`config.mk`:
```
export PLATFORM = sky130hd
export DESIGN_NAME = floppy_controller_command_engine
export DESIGN_NICKNAME = d
export VERILOG_FILES = /design/src/fce_pkg.sv /design/src/fce_front.sv /design/src/fce_back.sv /design/src/floppy_controller_command_engine.sv
export VERILOG_INCLUDE_DIRS = /design/src /design/src/src
export SDC_FILE = /design/constraint.sdc
export NUM_CORES = 1
export LEC_CHECK = 0
export BUFFER_PORTS_ARGS = -buffer_cell sky130_fd_sc_hd__buf_2
export CORE_UTILIZATION = 45
export DETAILED_ROUTE_END_ITERATION = 6
export RECOVER_POWER = 25
export SLEW_MARGIN = 15
export SYNTH_ARGS = -nofsm -noshare
export SYNTH_HDL_FRONTEND = slang
export SYNTH_SLANG_ARGS = --single-unit
```
`constraint.sdc`:
```
create_clock -name aclk -period 6.8 [get_ports aclk]
set_clock_uncertainty 0.2 [all_clocks]
set_input_delay 1.36 -clock aclk [delete_from_list [all_inputs] [get_ports aclk]]
set_output_delay 1.36 -clock aclk [all_outputs]
set_load 0.02 [all_outputs]
```
`src/floppy_controller_command_engine_macros.svh`:
```
// assertion macros for the floppy controller command engine
// used by the rtl modules that carry concurrent checks; no other dependencies
`ifndef FLOPPY_CONTROLLER_COMMAND_ENGINE_MACROS_SVH
`define FLOPPY_CONTROLLER_COMMAND_ENGINE_MACROS_SVH
`ifndef ASSERT_OFF
// check outside reset
`define FCE_ASSERT(name, clk, rst_n, prop, msg) \
    name: assert property (@(posedge clk) disable iff (!rst_n) (prop)) else $error(msg);
// check at every edge, reset included
`define FCE_ASSERT_ALWAYS(name, clk, prop, msg) \
    name: assert property (@(posedge clk) (prop)) else $error(msg);
`else
`define FCE_ASSERT(name, clk, rst_n, prop, msg)
`define FCE_ASSERT_ALWAYS(name, clk, prop, msg)
`endif
`endif

```
`src/fce_pkg.sv`:
```
// shared types and constants of the floppy controller command engine
// no dependencies
package fce_pkg;

    localparam logic [15:0] PORT_DOR    = 16'h03F2;
    localparam logic [15:0] PORT_STATUS = 16'h03F4;
    localparam logic [15:0] PORT_DATA   = 16'h03F5;
    localparam logic [15:0] PORT_DIR    = 16'h03F7;

    localparam logic [7:0] MSR_COMMAND = 8'h80;
    localparam logic [7:0] MSR_PARAMS  = 8'h90;
    localparam logic [7:0] MSR_RESULT  = 8'hD0;

    localparam logic [7:0] ST0_RESET   = 8'hC0;
    localparam logic [7:0] ST0_SEEK_END = 8'h20;
    localparam logic [7:0] ST0_ABNORMAL = 8'h40;
    localparam logic [7:0] ST1_NO_DATA = 8'h20;
    localparam logic [7:0] ST3_TRACK0  = 8'h10;
    localparam logic [14:0] BASE_SECTOR_LEN = 15'd128;

    localparam logic [4:0] CMD_SPECIFY     = 5'h03;
    localparam logic [4:0] CMD_SENSE_DRIVE = 5'h04;
    localparam logic [4:0] CMD_READ_DATA   = 5'h06;
    localparam logic [4:0] CMD_RECALIBRATE = 5'h07;
    localparam logic [4:0] CMD_SENSE_INT   = 5'h08;
    localparam logic [4:0] CMD_SEEK        = 5'h0F;

    localparam logic [2:0] CFG_HEAD_COUNT  = 3'd0;
    localparam logic [2:0] CFG_SECTORS     = 3'd1;
    localparam logic [2:0] CFG_SECTOR_BYTES = 3'd2;
    localparam logic [2:0] CFG_IMAGE_BYTES = 3'd3;
    localparam logic [2:0] CFG_HOST_BYTES  = 3'd4;

    typedef enum logic [2:0] {
        K_RD_STATUS,
        K_RD_DATA,
        K_RD_ZERO,
        K_RD_FF,
        K_WR_RESET,
        K_WR_DATA,
        K_WR_NOP
    } access_kind_t;

    typedef struct packed {
        access_kind_t kind;
        logic [7:0]   wr_byte;
        logic [23:0]  phys_addr;
    } access_t;

endpackage

```
`src/fce_front.sv`:
```
// front end: accepts port accesses, classifies them and queues them
// depends on fce_pkg
module fce_front
    import fce_pkg::*;
#(
    parameter int ADDR_BITS = 24
) (
    input  logic        aclk,
    input  logic        aresetn,
    input  logic        s_tvalid,
    output logic        s_tready,
    input  logic [47:0] s_tdata,
    input  logic [0:0]  s_tuser,
    output logic        q_valid,
    output access_t     q_item,
    input  logic        q_pop
);

    localparam logic [23:0] ADDR_MASK = (ADDR_BITS >= 24) ? {24{1'b1}}
                                        : 24'((64'd1 << ADDR_BITS) - 64'd1);

    access_t    slot_reg [2];
    logic       wr_ptr_reg;
    logic       rd_ptr_reg;
    logic [1:0] count_reg;
    access_t    item;
    logic       push;
    logic [15:0] port;

    assign port = s_tdata[15:0];

    always_comb begin
        item.wr_byte   = s_tdata[23:16];
        item.phys_addr = s_tdata[47:24] & ADDR_MASK;
        if (s_tuser[0] == 1'b0) begin
            if (port == PORT_STATUS)    item.kind = K_RD_STATUS;
            else if (port == PORT_DATA) item.kind = K_RD_DATA;
            else if (port == PORT_DIR)  item.kind = K_RD_ZERO;
            else                        item.kind = K_RD_FF;
        end else begin
            if (port == PORT_DOR && !s_tdata[18]) item.kind = K_WR_RESET;
            else if (port == PORT_DATA)           item.kind = K_WR_DATA;
            else                                  item.kind = K_WR_NOP;
        end
    end

    assign s_tready = (count_reg != 2'd2);
    assign push     = s_tvalid && s_tready;
    assign q_valid  = (count_reg != 2'd0);
    assign q_item   = slot_reg[rd_ptr_reg];

    always_ff @(posedge aclk) begin
        if (!aresetn) begin
            wr_ptr_reg <= 1'b0;
            rd_ptr_reg <= 1'b0;
            count_reg  <= 2'd0;
        end else begin
            if (push) begin
                slot_reg[wr_ptr_reg] <= item;
                wr_ptr_reg <= ~wr_ptr_reg;
            end
            if (q_pop) rd_ptr_reg <= ~rd_ptr_reg;
            count_reg <= count_reg + 2'(push) - 2'(q_pop);
        end
    end

endmodule

```
`src/fce_back.sv`:
```
// back end: command, parameter and result phases, read data offset and range checks
// depends on fce_pkg and the assertion macro header
`include "floppy_controller_command_engine_macros.svh"
module fce_back
    import fce_pkg::*;
#(
    parameter int PARAM_SLOTS  = 8,
    parameter int RESULT_SLOTS = 7,
    parameter int DRIVE_COUNT  = 4
) (
    input  logic        aclk,
    input  logic        aresetn,
    input  logic        q_valid,
    input  access_t     q_item,
    output logic        q_pop,
    input  logic        cfg_we,
    input  logic [2:0]  cfg_addr,
    input  logic [24:0] cfg_wdata,
    output logic        m_tvalid,
    input  logic        m_tready,
    output logic [79:0] m_tdata
);

    localparam int PCW = $clog2(PARAM_SLOTS + 1);
    localparam int PIW = $clog2(PARAM_SLOTS);
    localparam int RCW = $clog2(RESULT_SLOTS + 1);
    localparam int RIW = $clog2(RESULT_SLOTS);

    typedef enum logic [2:0] {S_IDLE, S_RUN, S_MUL2, S_MUL3, S_CHECK} state_t;
    typedef enum logic [1:0] {PH_COMMAND, PH_PARAMS, PH_RESULT} phase_t;

    state_t      state_reg;
    phase_t      phase_reg;
    logic [7:0]  cmd_reg;
    logic [7:0]  param_reg [PARAM_SLOTS];
    logic [PCW-1:0] pcount_reg;
    logic [3:0]  pneed_reg;
    logic [7:0]  res_reg [RESULT_SLOTS];
    logic [RCW-1:0] rlen_reg;
    logic [RCW-1:0] ridx_reg;
    logic [7:0]  track_reg [DRIVE_COUNT];
    logic [7:0]  st0_reg;
    logic [7:0]  cyl_reg;
    logic        pending_reg;
    logic [23:0] phys_reg;
    logic [26:0] mul_reg;

    logic [1:0]  heads_reg;
    logic [5:0]  spt_reg;
    logic [10:0] sbytes_reg;
    logic [23:0] image_reg;
    logic [24:0] host_reg;

    logic        out_valid_reg;
    logic [7:0]  out_rb_reg;
    logic        out_irq_reg;
    logic        out_pend_reg;
    logic        out_xfer_reg;
    logic [23:0] out_off_reg;
    logic [23:0] out_addr_reg;
    logic [14:0] out_len_reg;

    logic [1:0]  drv;
    logic        drv_ok;
    logic [7:0]  drv_track;
    logic [7:0]  msr;
    logic [14:0] sec_len;
    logic        xfer_ok;
    logic        take;
    logic [PCW-1:0] pcount_inc;
    logic        pstore;

    assign drv    = param_reg[0][1:0];
    assign drv_ok = 3'(drv) < 3'(DRIVE_COUNT);

    always_comb begin
        drv_track = 8'd0;
        for (int i = 0; i < DRIVE_COUNT; i++) begin
            if (drv == 2'(i)) drv_track = track_reg[i];
        end
    end

    always_comb begin
        case (phase_reg)
            PH_PARAMS: msr = MSR_PARAMS;
            PH_RESULT: msr = MSR_RESULT;
            default:   msr = MSR_COMMAND;
        endcase
    end

    assign sec_len = BASE_SECTOR_LEN << param_reg[4][2:0];
    assign xfer_ok = (param_reg[3] != 8'd0) && (param_reg[4] <= 8'd7)
                     && (28'(mul_reg) + 28'(sec_len) <= 28'(image_reg))
                     && (26'(phys_reg) + 26'(sec_len) <= 26'(host_reg));

    assign take   = (state_reg == S_IDLE) && q_valid && (!out_valid_reg || m_tready);
    assign q_pop  = take;
    assign pstore = pcount_reg < PCW'(PARAM_SLOTS);
    assign pcount_inc = pcount_reg + PCW'(pstore);

    always_ff @(posedge aclk) begin
        if (!aresetn) begin
            state_reg     <= S_IDLE;
            phase_reg     <= PH_COMMAND;
            cmd_reg       <= 8'd0;
            pcount_reg    <= '0;
            pneed_reg     <= 4'd0;
            rlen_reg      <= '0;
            ridx_reg      <= '0;
            st0_reg       <= 8'd0;
            cyl_reg       <= 8'd0;
            pending_reg   <= 1'b0;
            out_valid_reg <= 1'b0;
            heads_reg     <= 2'd2;
            spt_reg       <= 6'd18;
            sbytes_reg    <= 11'd512;
            image_reg     <= 24'd0;
            host_reg      <= 25'd1048576;
            for (int i = 0; i < DRIVE_COUNT; i++) track_reg[i] <= 8'd0;
        end else begin
            if (cfg_we) begin
                case (cfg_addr)
                    CFG_HEAD_COUNT:   heads_reg  <= cfg_wdata[1:0];
                    CFG_SECTORS:      spt_reg    <= cfg_wdata[5:0];
                    CFG_SECTOR_BYTES: sbytes_reg <= cfg_wdata[10:0];
                    CFG_IMAGE_BYTES:  image_reg  <= cfg_wdata[23:0];
                    CFG_HOST_BYTES:   host_reg   <= cfg_wdata;
                    default: ;
                endcase
            end
            if (m_tready) out_valid_reg <= 1'b0;

            unique case (state_reg)
                S_IDLE: begin
                    if (take) begin
                        phys_reg     <= q_item.phys_addr;
                        out_rb_reg   <= 8'd0;
                        out_irq_reg  <= 1'b0;
                        out_pend_reg <= pending_reg;
                        out_xfer_reg <= 1'b0;
                        out_off_reg  <= 24'd0;
                        out_addr_reg <= 24'd0;
                        out_len_reg  <= 15'd0;
                        out_valid_reg <= 1'b1;
                        unique case (q_item.kind)
                            K_RD_STATUS: out_rb_reg <= msr;
                            K_RD_FF:     out_rb_reg <= 8'hFF;
                            K_RD_DATA: begin
                                if (phase_reg == PH_RESULT && ridx_reg < rlen_reg
                                        && ridx_reg < RCW'(RESULT_SLOTS)) begin
                                    out_rb_reg <= res_reg[ridx_reg[RIW-1:0]];
                                    ridx_reg   <= ridx_reg + 1'b1;
                                    if (ridx_reg + 1'b1 >= rlen_reg) begin
                                        phase_reg  <= PH_COMMAND;
                                        pcount_reg <= '0;
                                        pneed_reg  <= 4'd0;
                                    end
                                end
                            end
                            K_WR_RESET: begin
                                st0_reg      <= ST0_RESET;
                                cyl_reg      <= 8'd0;
                                pending_reg  <= 1'b0;
                                out_pend_reg <= 1'b0;
                                phase_reg    <= PH_COMMAND;
                                pcount_reg   <= '0;
                                pneed_reg    <= 4'd0;
                            end
                            K_WR_DATA: begin
                                if (phase_reg == PH_COMMAND) begin
                                    cmd_reg    <= q_item.wr_byte;
                                    pcount_reg <= '0;
                                    phase_reg  <= PH_PARAMS;
                                    unique case (q_item.wr_byte[4:0])
                                        CMD_SPECIFY, CMD_SEEK: pneed_reg <= 4'd2;
                                        CMD_SENSE_DRIVE, CMD_RECALIBRATE: pneed_reg <= 4'd1;
                                        CMD_READ_DATA: pneed_reg <= 4'd8;
                                        CMD_SENSE_INT: begin
                                            pneed_reg     <= 4'd0;
                                            phase_reg     <= PH_COMMAND;
                                            out_valid_reg <= 1'b0;
                                            state_reg     <= S_RUN;
                                        end
                                        default: begin
                                            pneed_reg <= 4'd0;
                                            phase_reg <= PH_COMMAND;
                                        end
                                    endcase
                                end else if (phase_reg == PH_PARAMS) begin
                                    if (pstore) param_reg[pcount_reg[PIW-1:0]] <= q_item.wr_byte;
                                    pcount_reg <= pcount_inc;
                                    if (5'(pcount_inc) >= 5'(pneed_reg)) begin
                                        out_valid_reg <= 1'b0;
                                        state_reg     <= S_RUN;
                                    end
                                end
                            end
                            default: ;
                        endcase
                    end
                end
                S_RUN: begin
                    out_irq_reg   <= 1'b0;
                    out_pend_reg  <= pending_reg;
                    out_valid_reg <= 1'b1;
                    state_reg     <= S_IDLE;
                    unique case (cmd_reg[4:0])
                        CMD_RECALIBRATE, CMD_SEEK: begin
                            for (int i = 0; i < DRIVE_COUNT; i++) begin
                                if (drv == 2'(i)) begin
                                    track_reg[i] <= (cmd_reg[4:0] == CMD_SEEK)
                                                    ? param_reg[1] : 8'd0;
                                end
                            end
                            st0_reg      <= ST0_SEEK_END | 8'(drv);
                            cyl_reg      <= (cmd_reg[4:0] == CMD_SEEK) ? param_reg[1] : 8'd0;
                            pending_reg  <= 1'b1;
                            out_pend_reg <= 1'b1;
                            out_irq_reg  <= 1'b1;
                            phase_reg    <= PH_COMMAND;
                            pcount_reg   <= '0;
                            pneed_reg    <= 4'd0;
                        end
                        CMD_SENSE_DRIVE: begin
                            res_reg[0] <= ST0_SEEK_END | 8'(drv)
                                          | ((!drv_ok || drv_track == 8'd0)
                                             ? ST3_TRACK0 : 8'd0);
                            rlen_reg  <= RCW'(1);
                            ridx_reg  <= '0;
                            phase_reg <= PH_RESULT;
                        end
                        CMD_SENSE_INT: begin
                            res_reg[0]   <= st0_reg;
                            res_reg[1]   <= cyl_reg;
                            rlen_reg     <= RCW'(2);
                            ridx_reg     <= '0;
                            phase_reg    <= PH_RESULT;
                            pending_reg  <= 1'b0;
                            out_pend_reg <= 1'b0;
                        end
                        CMD_READ_DATA: begin
                            out_valid_reg <= 1'b0;
                            mul_reg   <= 27'(param_reg[1] * heads_reg) + 27'(param_reg[2][0]);
                            state_reg <= S_MUL2;
                        end
                        default: begin
                            phase_reg  <= PH_COMMAND;
                            pcount_reg <= '0;
                            pneed_reg  <= 4'd0;
                        end
                    endcase
                end
                S_MUL2: begin
                    mul_reg   <= 27'(mul_reg[9:0] * spt_reg) + 27'(param_reg[3]) - 27'd1;
                    state_reg <= S_MUL3;
                end
                S_MUL3: begin
                    mul_reg   <= 27'(mul_reg[15:0] * sbytes_reg);
                    state_reg <= S_CHECK;
                end
                S_CHECK: begin
                    for (int i = 0; i < RESULT_SLOTS; i++) begin
                        case (i)
                            0: res_reg[i] <= xfer_ok ? 8'(drv) : (8'(drv) | ST0_ABNORMAL);
                            1: res_reg[i] <= xfer_ok ? 8'd0 : ST1_NO_DATA;
                            2: res_reg[i] <= 8'd0;
                            3: res_reg[i] <= param_reg[1];
                            4: res_reg[i] <= {7'd0, param_reg[2][0]};
                            5: res_reg[i] <= param_reg[3];
                            6: res_reg[i] <= param_reg[4];
                            default: ;
                        endcase
                    end
                    rlen_reg      <= RCW'(7);
                    ridx_reg      <= '0;
                    phase_reg     <= PH_RESULT;
                    pending_reg   <= 1'b1;
                    out_pend_reg  <= 1'b1;
                    out_irq_reg   <= 1'b1;
                    out_xfer_reg  <= xfer_ok;
                    out_off_reg   <= xfer_ok ? mul_reg[23:0] : 24'd0;
                    out_addr_reg  <= xfer_ok ? phys_reg : 24'd0;
                    out_len_reg   <= xfer_ok ? sec_len : 15'd0;
                    out_valid_reg <= 1'b1;
                    state_reg     <= S_IDLE;
                end
                default: state_reg <= S_IDLE;
            endcase
        end
    end

    assign m_tvalid = out_valid_reg;
    assign m_tdata  = {6'd0, out_len_reg, out_addr_reg, out_off_reg,
                       out_xfer_reg, out_pend_reg, out_irq_reg, out_rb_reg};

    `FCE_ASSERT(a_busy_out_empty, aclk, aresetn, (state_reg != S_IDLE) |-> !out_valid_reg, "result register busy during command execution")
    `FCE_ASSERT(a_result_nonempty, aclk, aresetn, (phase_reg == PH_RESULT) |-> (rlen_reg != '0), "result phase with no result bytes")
    `FCE_ASSERT(a_params_need, aclk, aresetn, (phase_reg == PH_PARAMS) |-> (pneed_reg != 4'd0), "parameter phase with nothing needed")
    `FCE_ASSERT_ALWAYS(a_xfer_irq, aclk, (out_valid_reg && out_xfer_reg) |-> (out_irq_reg && out_pend_reg), "transfer without interrupt")

endmodule

```
`src/floppy_controller_command_engine.sv`:
```
// Floppy controller command engine: port accesses in on s_, one result per access out on m_.
// s_tuser[0] is the access kind (0 read, 1 write). A write to the data port drives the
// command and parameter phases; reads of the data port drain the result bytes.
// Each accepted access yields exactly one result transfer, in order.
// From accept to m_tvalid an access passes the queue slot and the result register; a data
// write completing a simple command also passes S_RUN, and a read data command passes S_RUN,
// S_MUL2 and S_MUL3 (three multiply stages) and the range check in S_CHECK. One access is
// executed at a time; a two-entry queue behind s_tready keeps accepting while the back end
// works or m_ is stalled. If m_tready stays low the result register holds and the back end
// stops, then the queue fills and s_tready drops. The user must write configuration through
// cfg_we/cfg_addr/cfg_wdata only while idle; the block does not enforce it. aresetn
// (synchronous, low) empties the queue and the result register and restores the command
// phase, zero tracks and the geometry defaults. Depends on fce_pkg, fce_front and fce_back.
module floppy_controller_command_engine
    import fce_pkg::*;
#(
    parameter int PARAM_SLOTS  = 8,
    parameter int RESULT_SLOTS = 7,
    parameter int DRIVE_COUNT  = 4,
    parameter int ADDR_BITS    = 24
) (
    input  logic        aclk,
    input  logic        aresetn,
    input  logic        s_tvalid,
    output logic        s_tready,
    input  logic [47:0] s_tdata,   // port_number, write_byte, dma_target
    input  logic [0:0]  s_tuser,   // opcode
    output logic        m_tvalid,
    input  logic        m_tready,
    output logic [79:0] m_tdata,   // read_byte, irq_raise, int_pending, xfer_start,
                                   // xfer_image_offset, xfer_memory_addr, xfer_length
    input  logic        cfg_we,
    input  logic [2:0]  cfg_addr,
    input  logic [24:0] cfg_wdata
);

    logic    q_valid;
    access_t q_item;
    logic    q_pop;

    fce_front #(.ADDR_BITS(ADDR_BITS)) u_front (
        .aclk(aclk), .aresetn(aresetn),
        .s_tvalid(s_tvalid), .s_tready(s_tready), .s_tdata(s_tdata), .s_tuser(s_tuser),
        .q_valid(q_valid), .q_item(q_item), .q_pop(q_pop)
    );

    fce_back #(
        .PARAM_SLOTS(PARAM_SLOTS), .RESULT_SLOTS(RESULT_SLOTS), .DRIVE_COUNT(DRIVE_COUNT)
    ) u_back (
        .aclk(aclk), .aresetn(aresetn),
        .q_valid(q_valid), .q_item(q_item), .q_pop(q_pop),
        .cfg_we(cfg_we), .cfg_addr(cfg_addr), .cfg_wdata(cfg_wdata),
        .m_tvalid(m_tvalid), .m_tready(m_tready), .m_tdata(m_tdata)
    );

endmodule
```
==> results of run 1 <==
routing by layer:
layer,vias up,GRT usage
met5,-,0
met2,563,0.389
met1,9422,0.314
li1,8970,-
met3,100,0.0398
met4,4,0.0596
cell usage after synthesis (9+ instances only):
library cell / instances
sky130_fd_sc_hd__a211oi_1: 23
sky130_fd_sc_hd__a21o_1: 35
sky130_fd_sc_hd__a21oi_1: 145
sky130_fd_sc_hd__a22oi_1: 9
sky130_fd_sc_hd__a32oi_1: 10
sky130_fd_sc_hd__and2_1: 198
sky130_fd_sc_hd__and3_1: 17
sky130_fd_sc_hd__buf_4: 16
sky130_fd_sc_hd__clkbuf_1: 88
sky130_fd_sc_hd__dfxtp_1: 113
sky130_fd_sc_hd__edfxtp_1: 286
sky130_fd_sc_hd__fa_1: 166
sky130_fd_sc_hd__ha_1: 196
sky130_fd_sc_hd__inv_1: 255
sky130_fd_sc_hd__mux2_2: 42
sky130_fd_sc_hd__mux2i_1: 20
sky130_fd_sc_hd__nand2_1: 339
sky130_fd_sc_hd__nand2b_1: 14
sky130_fd_sc_hd__nand3_1: 24
sky130_fd_sc_hd__nand4_1: 21
sky130_fd_sc_hd__nor2_1: 145
sky130_fd_sc_hd__nor2b_1: 19
sky130_fd_sc_hd__nor3_1: 26
sky130_fd_sc_hd__nor4_1: 14
sky130_fd_sc_hd__o21a_1: 11
sky130_fd_sc_hd__o21ai_0: 69
sky130_fd_sc_hd__o21bai_1: 14
sky130_fd_sc_hd__or3_1: 14
sky130_fd_sc_hd__xnor2_1: 57
sky130_fd_sc_hd__xor2_1: 27
path summary, 6_finish.rpt:
check / startpoint / endpoint / slack (ns)
setup / recovery: u_back.mul_reg[6] / u_back.mul_reg[25] / 0.18
hold / removal: u_back.param_reg[4][6] / u_back.res_reg[6][6] / 0.24
setup reg to reg: u_back.mul_reg[6] / u_back.mul_reg[25] / 0.18
hold reg to reg: u_back.param_reg[4][6] / u_back.res_reg[6][6] / 0.24
kinds of logic (layout without fill, tap and decap cells):
kind of cell | Yosys count | in the layout | share of synthesized area
AOI/OAI and AO/OA | 391 | 391 | 0.0935
xor gates and xnor gates | 84 | 84 | 0.0278
buffers and inverters | 373 | 544 | 0.0562
DFF | 399 | 399 | 0.411
other | 1 | 15 | 0.000142
muxes | 62 | 62 | 0.0255
and+or+nand+nor | 887 | 887 | 0.168
adders and majority gates | 362 | 362 | 0.219
layout make-up:
type | count | area (um^2) | area share
Sequential cell | 399 | 10900 | 0.367
Antenna cell | 2 | 5.00 | 0.000169
Clock buffer | 62 | 1290 | 0.0436
Multi-Input combinational cell | 1799 | 14200 | 0.478
Clock inverter | 21 | 243 | 0.00820
Tap cell | 765 | 957 | 0.0323
Timing Repair Buffer | 206 | 1140 | 0.0385
Inverter | 255 | 958 | 0.0324
worst max-delay path, stage by stage, from the launching register on:
cell and delay [ns]:
sky130_fd_sc_hd__edfxtp_1 0.62, sky130_fd_sc_hd__buf_4 0.27, sky130_fd_sc_hd__nand2_1 0.09, sky130_fd_sc_hd__fa_1 0.44
sky130_fd_sc_hd__fa_1 0.58, sky130_fd_sc_hd__fa_1 0.45, sky130_fd_sc_hd__fa_1 0.52, sky130_fd_sc_hd__fa_1 0.54
sky130_fd_sc_hd__inv_1 0.04, sky130_fd_sc_hd__ha_1 0.36, sky130_fd_sc_hd__a21oi_1 0.18, sky130_fd_sc_hd__o21ai_0 0.15
sky130_fd_sc_hd__a2111oi_1 0.65, sky130_fd_sc_hd__nor3_1 0.20, sky130_fd_sc_hd__a41o_1 0.32, sky130_fd_sc_hd__o211a_1 0.24
sky130_fd_sc_hd__o21ai_0 0.21, sky130_fd_sc_hd__xor2_1 0.17, sky130_fd_sc_hd__o21ai_0 0.10
power groups by stage:
stage	clock [mW]	combinational [mW]	sequential [mW]
floorplan	0	0.721	3.02
global placement	0	1.11	2.98
detailed placement	0	1.13	2.98
CTS	2.56	1.14	2.94
global route	2.66	1.25	2.95
finish	2.50	1.13	2.93
per-stage QoR:
| step | setup TNS [ns] | power [mW] |
|---|---|---|
| floorplan | 0 | 3.74 |
| global route | -0.0668 | 6.86 |
| global placement | 0 | 4.09 |
| detailed placement | 0 | 4.11 |
| CTS | 0 | 6.63 |
| finish | 0 | 6.56 |
what timing repair did:
action,4_1_cts,5_1_grt
gates resized for setup,0,5
buffers inserted,4,3
endpoints found under the setup margin,1,4
==> metrics.md, run 1 <==
| Metric | Value |
|---|---|
| Clock Latency Late Sink | `0.59 ns` |
| CP arrival | `about 6.7 ns` |
| Number of detailed-route iterations in the first pass | `5` |
| Clock network fraction of total power | `0.381` |
| Top post-synthesis cells by area | `sky130_fd_sc_hd__edfxtp_1 (33%), sky130_fd_sc_hd__fa_1 (13%), sky130_fd_sc_hd__ha_1 (9.3%)` |
| Power share of the combinational group | `0.172` |
| Critical path data required time | `6.92 ns` |
| Leakage Power | `between 10 and 15 nW` |
| Worst R2R Path Depth | `18` |
| Total routed wirelength | `68800 um` |
| Clk sinks | `399` |
| CTS buffer count | `45` |
| Result of the run | `finished, violations left` |
| Register clock-pin slew on the reported worst setup and hold paths | `0.06 ns` |
| Flip-flop count of the largest register, all copies and words added | `70` |
| Max clock buf depth | `3` |
| Die X-Extent | `244 um` |
| Worst hold margin | `0.239 ns` |
| Max-slew violations | `96` |
| Die span in y | `244 um` |
| Synth Warn # | `0` |
| Post-synthesis instance area | `0.0264 mm^2` |
| Number of enable flip-flop cells after synthesis | `286` |
| Number of distinct library cells after synthesis | `82` |
| Via/cell ratio | `5.43` |
| Crit path capture type | `flip-flop` |
| Maximum achievable frequency | `151 MHz` |
| Fill cell total of the finished layout | `5215` |
| Design area | `approximately 0.03 mm^2` |
| Number of buffers inserted for hold repair after clock tree synthesis | `0` |
| Total via count in the routed design | `19100` |
| Final period utilization | `0.973` |
| Worst slack at placement | `0.000597 ns` |
| Count of placed standard cells including taps | `~3400` |
| Weighted congestion at the end of routability-driven global placement | `0.910` |
| Commonest cells after routing, fill and taps aside | `sky130_fd_sc_hd__nand2_1 (339), sky130_fd_sc_hd__edfxtp_1 (286), sky130_fd_sc_hd__inv_1 (254)` |
| Final standard cell count with taps included and fillers excluded | `about 3500` |
| Final Core Density | `0.512` |
| Mapped Avg Cell Area | `10.3 um^2` |
| Violation count after the first detailed-route iteration | `1284` |
| Ports | `164` |
| Kind of path behind the tightest hold check | `flip-flop to flip-flop` |
| Worst-Margin Slew | `approximately 1.8 ns` |
| Count of state elements after synthesis | `approximately 400` |
| Pin count of the biggest net entering global routing | `between 70 and 80` |
| DP Area | `0.0280 mm^2` |
| Net Sw Power | `1.85 mW` |
| Primary FF master, synth | `sky130_fd_sc_hd__edfxtp_1` |
| Total met3 wirelength after detailed routing | `3980 um` |
| Worst setup path category | `flip-flop to flip-flop` |
| Part of the Yosys area used for sequential elements | `0.411` |
| Initial antenna violation count | `7` |
| Final Worst Setup Slack | `about 0.18 ns` |
| Startpoint types | `flip-flop` |
| Min Clock Period, post-route | `6.62 ns` |
| Count of standard-cell rows | `88` |
| Commonest non-fill, non-tap cell in the layout | `sky130_fd_sc_hd__nand2_1` |
| HPWL reported at the end of detailed placement | `52500 um` |
| Total of buffers placed on input and output ports | `150` |
| Metal2 WL | `between 30000 and 40000 um` |
| Area share of the leading cell type in the synthesized netlist | `0.325` |
| TritonCTS clock tree | `built` |
| Routed met1 length | `between 30000 and 40000 um` |
| Wire length of the first global-routing pass | `108000 um` |
| Average wire per cell in the routed design | `19.6 um` |
| Proportion of total power due to net switching | `0.282` |
| Largest voltage drop on the vdd net | `just over 0.2 mV` |
| Post-synthesis cell type with the largest combined area | `sky130_fd_sc_hd__edfxtp_1` |
| Max Cap Viol | `3` |
| Hold violation count in the final report | `0` |
| Syn Inst Count | `roughly 2600` |
| Violated checks | `capacitance limit, slew limit` |
| Clock H-tree levels | `2` |
| Root Driver | `sky130_fd_sc_hd__clkbuf_16` |
| Die footprint | `between 0.05 and 0.06 mm^2` |
| CORE AREA | `0.0578 mm^2` |
| Async set-reset flop share out of synthesis | `0` |
| Overall track demand over capacity in global routing | `0.233` |
| Cell internal power dissipation | `4.71 mW` |
| Critical path peak fanout | `10` |
| Power Density | `222 mW/mm^2` |
| Power share of the sequential group | `0.447` |
| Count of nets after finishing | `3150` |
| Share of layout cells above drive strength 1 | `0.119` |
| Starting density of the core | `0.457` |
| Top metal layer carrying routed signals | `met5` |
| Count of nets left with antenna violations after detail routing | `0` |
| Relative slew slack | `-0.195` |
| Area Growth Syn to Fin | `12.1%` |
| Number of DRC violations after detailed routing | `0` |
| Final setup violation count | `0` |
| Overflow left after global routing | `0` |
| Number of cells on the worst hold path | `0` |
| Vias in the first global route | `19300` |
Note: power is estimated with default switching activity, not from simulation.
==> run 2, diff against run 1 <==
Settings changed: ABC_AREA set to 1.
==> run 2 against run 1 <==
  * The flow still finishes with violations (capacitance limit, slew limit)
  * Cell count grew 13%
  * Via count increased by 7.3%
  * Final area grew 0.65%
  * First-iteration DRC count up 5.1%
  * Count of clock-buffer cells in the layout is 1 lower
  * Setup slack gained 0.58 ns
  * Worst hold slack gained 0.0072 ns
  * Area after synthesis rose by 1.8%
  * Total power grew 7.7%
  * Critical path type unchanged
==> metrics.md, run 2 <==
| Metric | Value |
|---|---|
| Starting density of the core | `0.456` |
| Wire length of the first global-routing pass | `114000 um` |
| Clk sinks | `399` |
| Overflow left after global routing | `0` |
| HPWL reported at the end of detailed placement | `55200 um` |
| Worst setup path category | `flip-flop to flip-flop` |
| Total via count in the routed design | `approximately 20000` |
| Async set-reset flop share out of synthesis | `0` |
| Post-synthesis compound-gate area fraction | `0.0851` |
| Number of enable flip-flop cells after synthesis | `286` |
| Top post-synthesis cells by area | `sky130_fd_sc_hd__edfxtp_1 (32%), sky130_fd_sc_hd__fa_1 (12%), sky130_fd_sc_hd__ha_1 (9.1%)` |
| Resized Gates After CTS | `0` |
| Final Worst Setup Slack | `0.760 ns` |
| Die X-Extent | `roughly 250 um` |
| Commonest cells after routing, fill and taps aside | `sky130_fd_sc_hd__nand2_1 (596), sky130_fd_sc_hd__inv_1 (573), sky130_fd_sc_hd__edfxtp_1 (286)` |
| Clock Latency Late Sink | `approximately 0.60 ns` |
| Die footprint | `0.0607 mm^2` |
| Largest voltage drop on the vdd net | `0.201 mV` |
| Critical Path Most Common Cell | `sky130_fd_sc_hd__fa_1` |
| Result of the run | `finished, violations left` |
| Startpoint types | `flip-flop` |
| Synth Warn # | `0` |
| Total routed wirelength | `71300 um` |
| Xor and xnor fraction of the mapped netlist area | `0.0177` |
| Count of nets after finishing | `3598` |
| Maximum achievable frequency | `166 MHz` |
| Leakage Power | `~14 nW` |
| Root Driver | `sky130_fd_sc_hd__clkbuf_16` |
| Vias in the first global route | `20900` |
| Crit path largest cell delay | `about 0.82 ns` |
| Violation count after the first detailed-route iteration | `1349` |
| CP Capture Point | `u_back.mul_reg[22]` |
| Part of the Yosys area used for sequential elements | `0.404` |
| Fill cell total of the finished layout | `5556` |
| Post-synthesis cell type with the largest combined area | `sky130_fd_sc_hd__edfxtp_1` |
| Slowest cell on the critical path | `sky130_fd_sc_hd__edfxtp_1` |
| RSZ-0062 raised after global routing | `no` |
| Cells along the critical path | `nand2_1 > fa_1 > fa_1 > inv_1 > fa_1 > inv_1 > fa_1 > fa_1 > inv_1 > ha_1 > a21oi_1 > o21ai_0 > a21oi_1 > o21ai_0 > nand2_1 > nand2_1 > or2_2 > nand3_1 > nand2_1` |
| Synthesized-area fraction occupied by and/or/nand/nor cells | `0.166` |
| Post-CTS Repair Setup Buffers | `0` |
| Max Cap Viol | `4` |
| Count of state elements after synthesis | `about 400` |
| Power Density | `237 mW/mm^2` |
| Pin count of the biggest net entering global routing | `88` |
| Die span in y | `246 um` |
| Violated checks | `capacitance limit, slew limit` |
| Weighted congestion at the end of routability-driven global placement | `0.934` |
| Commonest non-fill, non-tap cell in the layout | `sky130_fd_sc_hd__nand2_1` |
| Final setup violation count | `0` |
| Count of standard-cell rows | `89` |
| Area share of the leading cell type in the synthesized netlist | `0.319` |
| Endpoint of the worst-slack reg-to-reg timing path | `u_back.mul_reg[22]` |
| TritonCTS clock tree | `built` |
| First element of the critical path | `u_back.mul_reg[5]` |
| Mux cell area share after synthesis | `0.0113` |
| R2R Path Start | `u_back.mul_reg[5]` |
| Syn Inst Count | `3037` |
| Adder-cell area share of the yosys netlist | `0.215` |
| Overall track demand over capacity in global routing | `0.241` |
| Share of layout cells above drive strength 1 | `0.0915` |
| CORE AREA | `0.0590 mm^2` |
| Relative slew slack | `-1.22` |
| Flip-flop count of the largest register, all copies and words added | `70` |
| Initial antenna violation count | `0` |
| Number of distinct library cells after synthesis | `57` |
| Max clock buf depth | `3` |
| Count of nets left with antenna violations after detail routing | `0` |
| Register clock-pin slew on the reported worst setup and hold paths | `0.07 ns` |
| Main combinational cell family by area after synthesis | `adder cells` |
| Most used standard cell by instance count after synthesis | `sky130_fd_sc_hd__nand2_1` |
| Final period utilization | `0.888` |
| Critical path peak fanout | `19` |
| Number of buffers inserted for hold repair after clock tree synthesis | `0` |
| Min Clock Period, post-route | `between 6 and 7 ns` |
| Via/cell ratio | `5.16` |
| Worst slack at placement | `approximately 0.78 ns` |
| Primary FF master, synth | `sky130_fd_sc_hd__edfxtp_1` |
| Ports | `164` |
| Crit path capture type | `flip-flop` |
| Number of DRC violations after detailed routing | `0` |
| Hold violation count in the final report | `0` |
| Antenna cells | `0` |
| Total of buffers placed on input and output ports | `150` |
| Post-synthesis instance area | `approximately 0.027 mm^2` |
| Max-slew violations | `182` |
| Worst R2R Path Depth | `19` |
| Area Growth Syn to Fin | `10.8%` |
| Worst-Margin Slew | `3.33 ns` |
| Kind of path behind the tightest hold check | `flip-flop to flip-flop` |
| Worst reg-to-reg setup slack | `between 0.7 and 0.8 ns` |
| Clock H-tree levels | `2` |
| Average wire per cell in the routed design | `roughly 18 um` |
| CP arrival | `6.18 ns` |
| Critical path data required time | `6.94 ns` |
| CTS buffer count | `45` |
| Total Neg Setup Slack | `0 ns` |
| Commonest cells post-synth | `sky130_fd_sc_hd__nand2_1 (596), sky130_fd_sc_hd__inv_1 (573), sky130_fd_sc_hd__edfxtp_1 (286)` |
| Number of detailed-route iterations in the first pass | `5` |
| Mapped Avg Cell Area | `8.85 um^2` |
==> run 2: cell types whose count changed after synthesis, sizes merged, moves of 15 or more <==
cell	before	now
xnor2	57	13
nor2b	20	0
mux2i	20	0
a21oi	146	185
and2	199	0
and3	18	1
a21o	35	6
nor2	145	279
o21ai	76	164
or3	15	0
nand3	24	103
mux2	42	27
nand2	341	602
inv	255	580
==> run 2: worst min-delay path by stage <==
stage,startpoint,end,slack [ns],cells past startpoint
floorplan,u_back.param_reg[4][3],u_back.res_reg[6][3],0.23,0
global placement,u_back.param_reg[4][5],u_back.res_reg[6][5],0.24,0
detailed placement,u_back.param_reg[4][7],u_back.res_reg[6][7],0.24,0
CTS,u_back.param_reg[4][7],u_back.res_reg[6][7],0.25,0
global route,u_back.param_reg[4][7],u_back.res_reg[6][7],0.27,0
finish,u_back.param_reg[4][7],u_back.res_reg[6][7],0.25,0
==> run 2: cells by family (layout without fill, tap and decap cells) <==
logic type,count (synthesis),in the layout
and+or+nand+nor,1076,1076
muxes,27,27
adders and majority gates,362,362
AOI/OAI and AO/OA,419,419
other,1,13
xor gates and xnor gates,51,51
DFF,399,399
buffers and inverters,702,844
==> run 2: where the power goes <==
| part | switching, mW | internal (mW) | total, mW |
|---|---|---|---|
| clock | 1.05 | 1.36 | 2.40 |
| combinational | 1.13 | 0.566 | 1.69 |
| sequential | 0.103 | 2.87 | 2.97 |
| total | 2.27 | 4.79 | 7.06 |
==> run 2: cell type report <==
class | count | area, um^2 | share of cell area
Multi-Input combinational cell | 1948 | 13400 | 0.450
Sequential cell | 399 | 10900 | 0.364
Inverter | 581 | 2180 | 0.0732
Clock buffer | 61 | 1230 | 0.0412
Tap cell | 773 | 967 | 0.0325
Timing Repair Buffer | 179 | 937 | 0.0314
Clock inverter | 23 | 230 | 0.00772
==> run 2: metrics by stage <==
stage | cell area, um^2 | power, mW | hold slack, ns | utilization | instances
after global routing | 29800 | 7.44 | 0.271 | 0.505 | 3964
after CTS | 29800 | 7.13 | 0.245 | 0.506 | 3963
after global placement | 28400 | 4.68 | 0.239 | 0.481 | 3879
after floorplan | 26900 | 4.20 | 0.227 | - | 3049
after detailed placement | 28400 | 4.71 | 0.236 | 0.481 | 3879
final | 29800 | 7.06 | 0.246 | 0.505 | 3964
==> run 2: per-layer routing <==
layer  track usage  vias up  routed length, um
met5             0        -                  0
met4        0.0746        0               2070
met3        0.0288      109               3490
met2         0.414      531              34800
met1         0.315     9879              31000
li1              -     9939                  -
==> run 2: worst max-delay path: cells and delay by family, from the launching register on <==
family          cells  cell delay [ns]
fa+ha+maj           6             2.91
compound gates      4             0.86
flops               1             0.82
simple gates        6             0.80
buf+inv             3             0.15
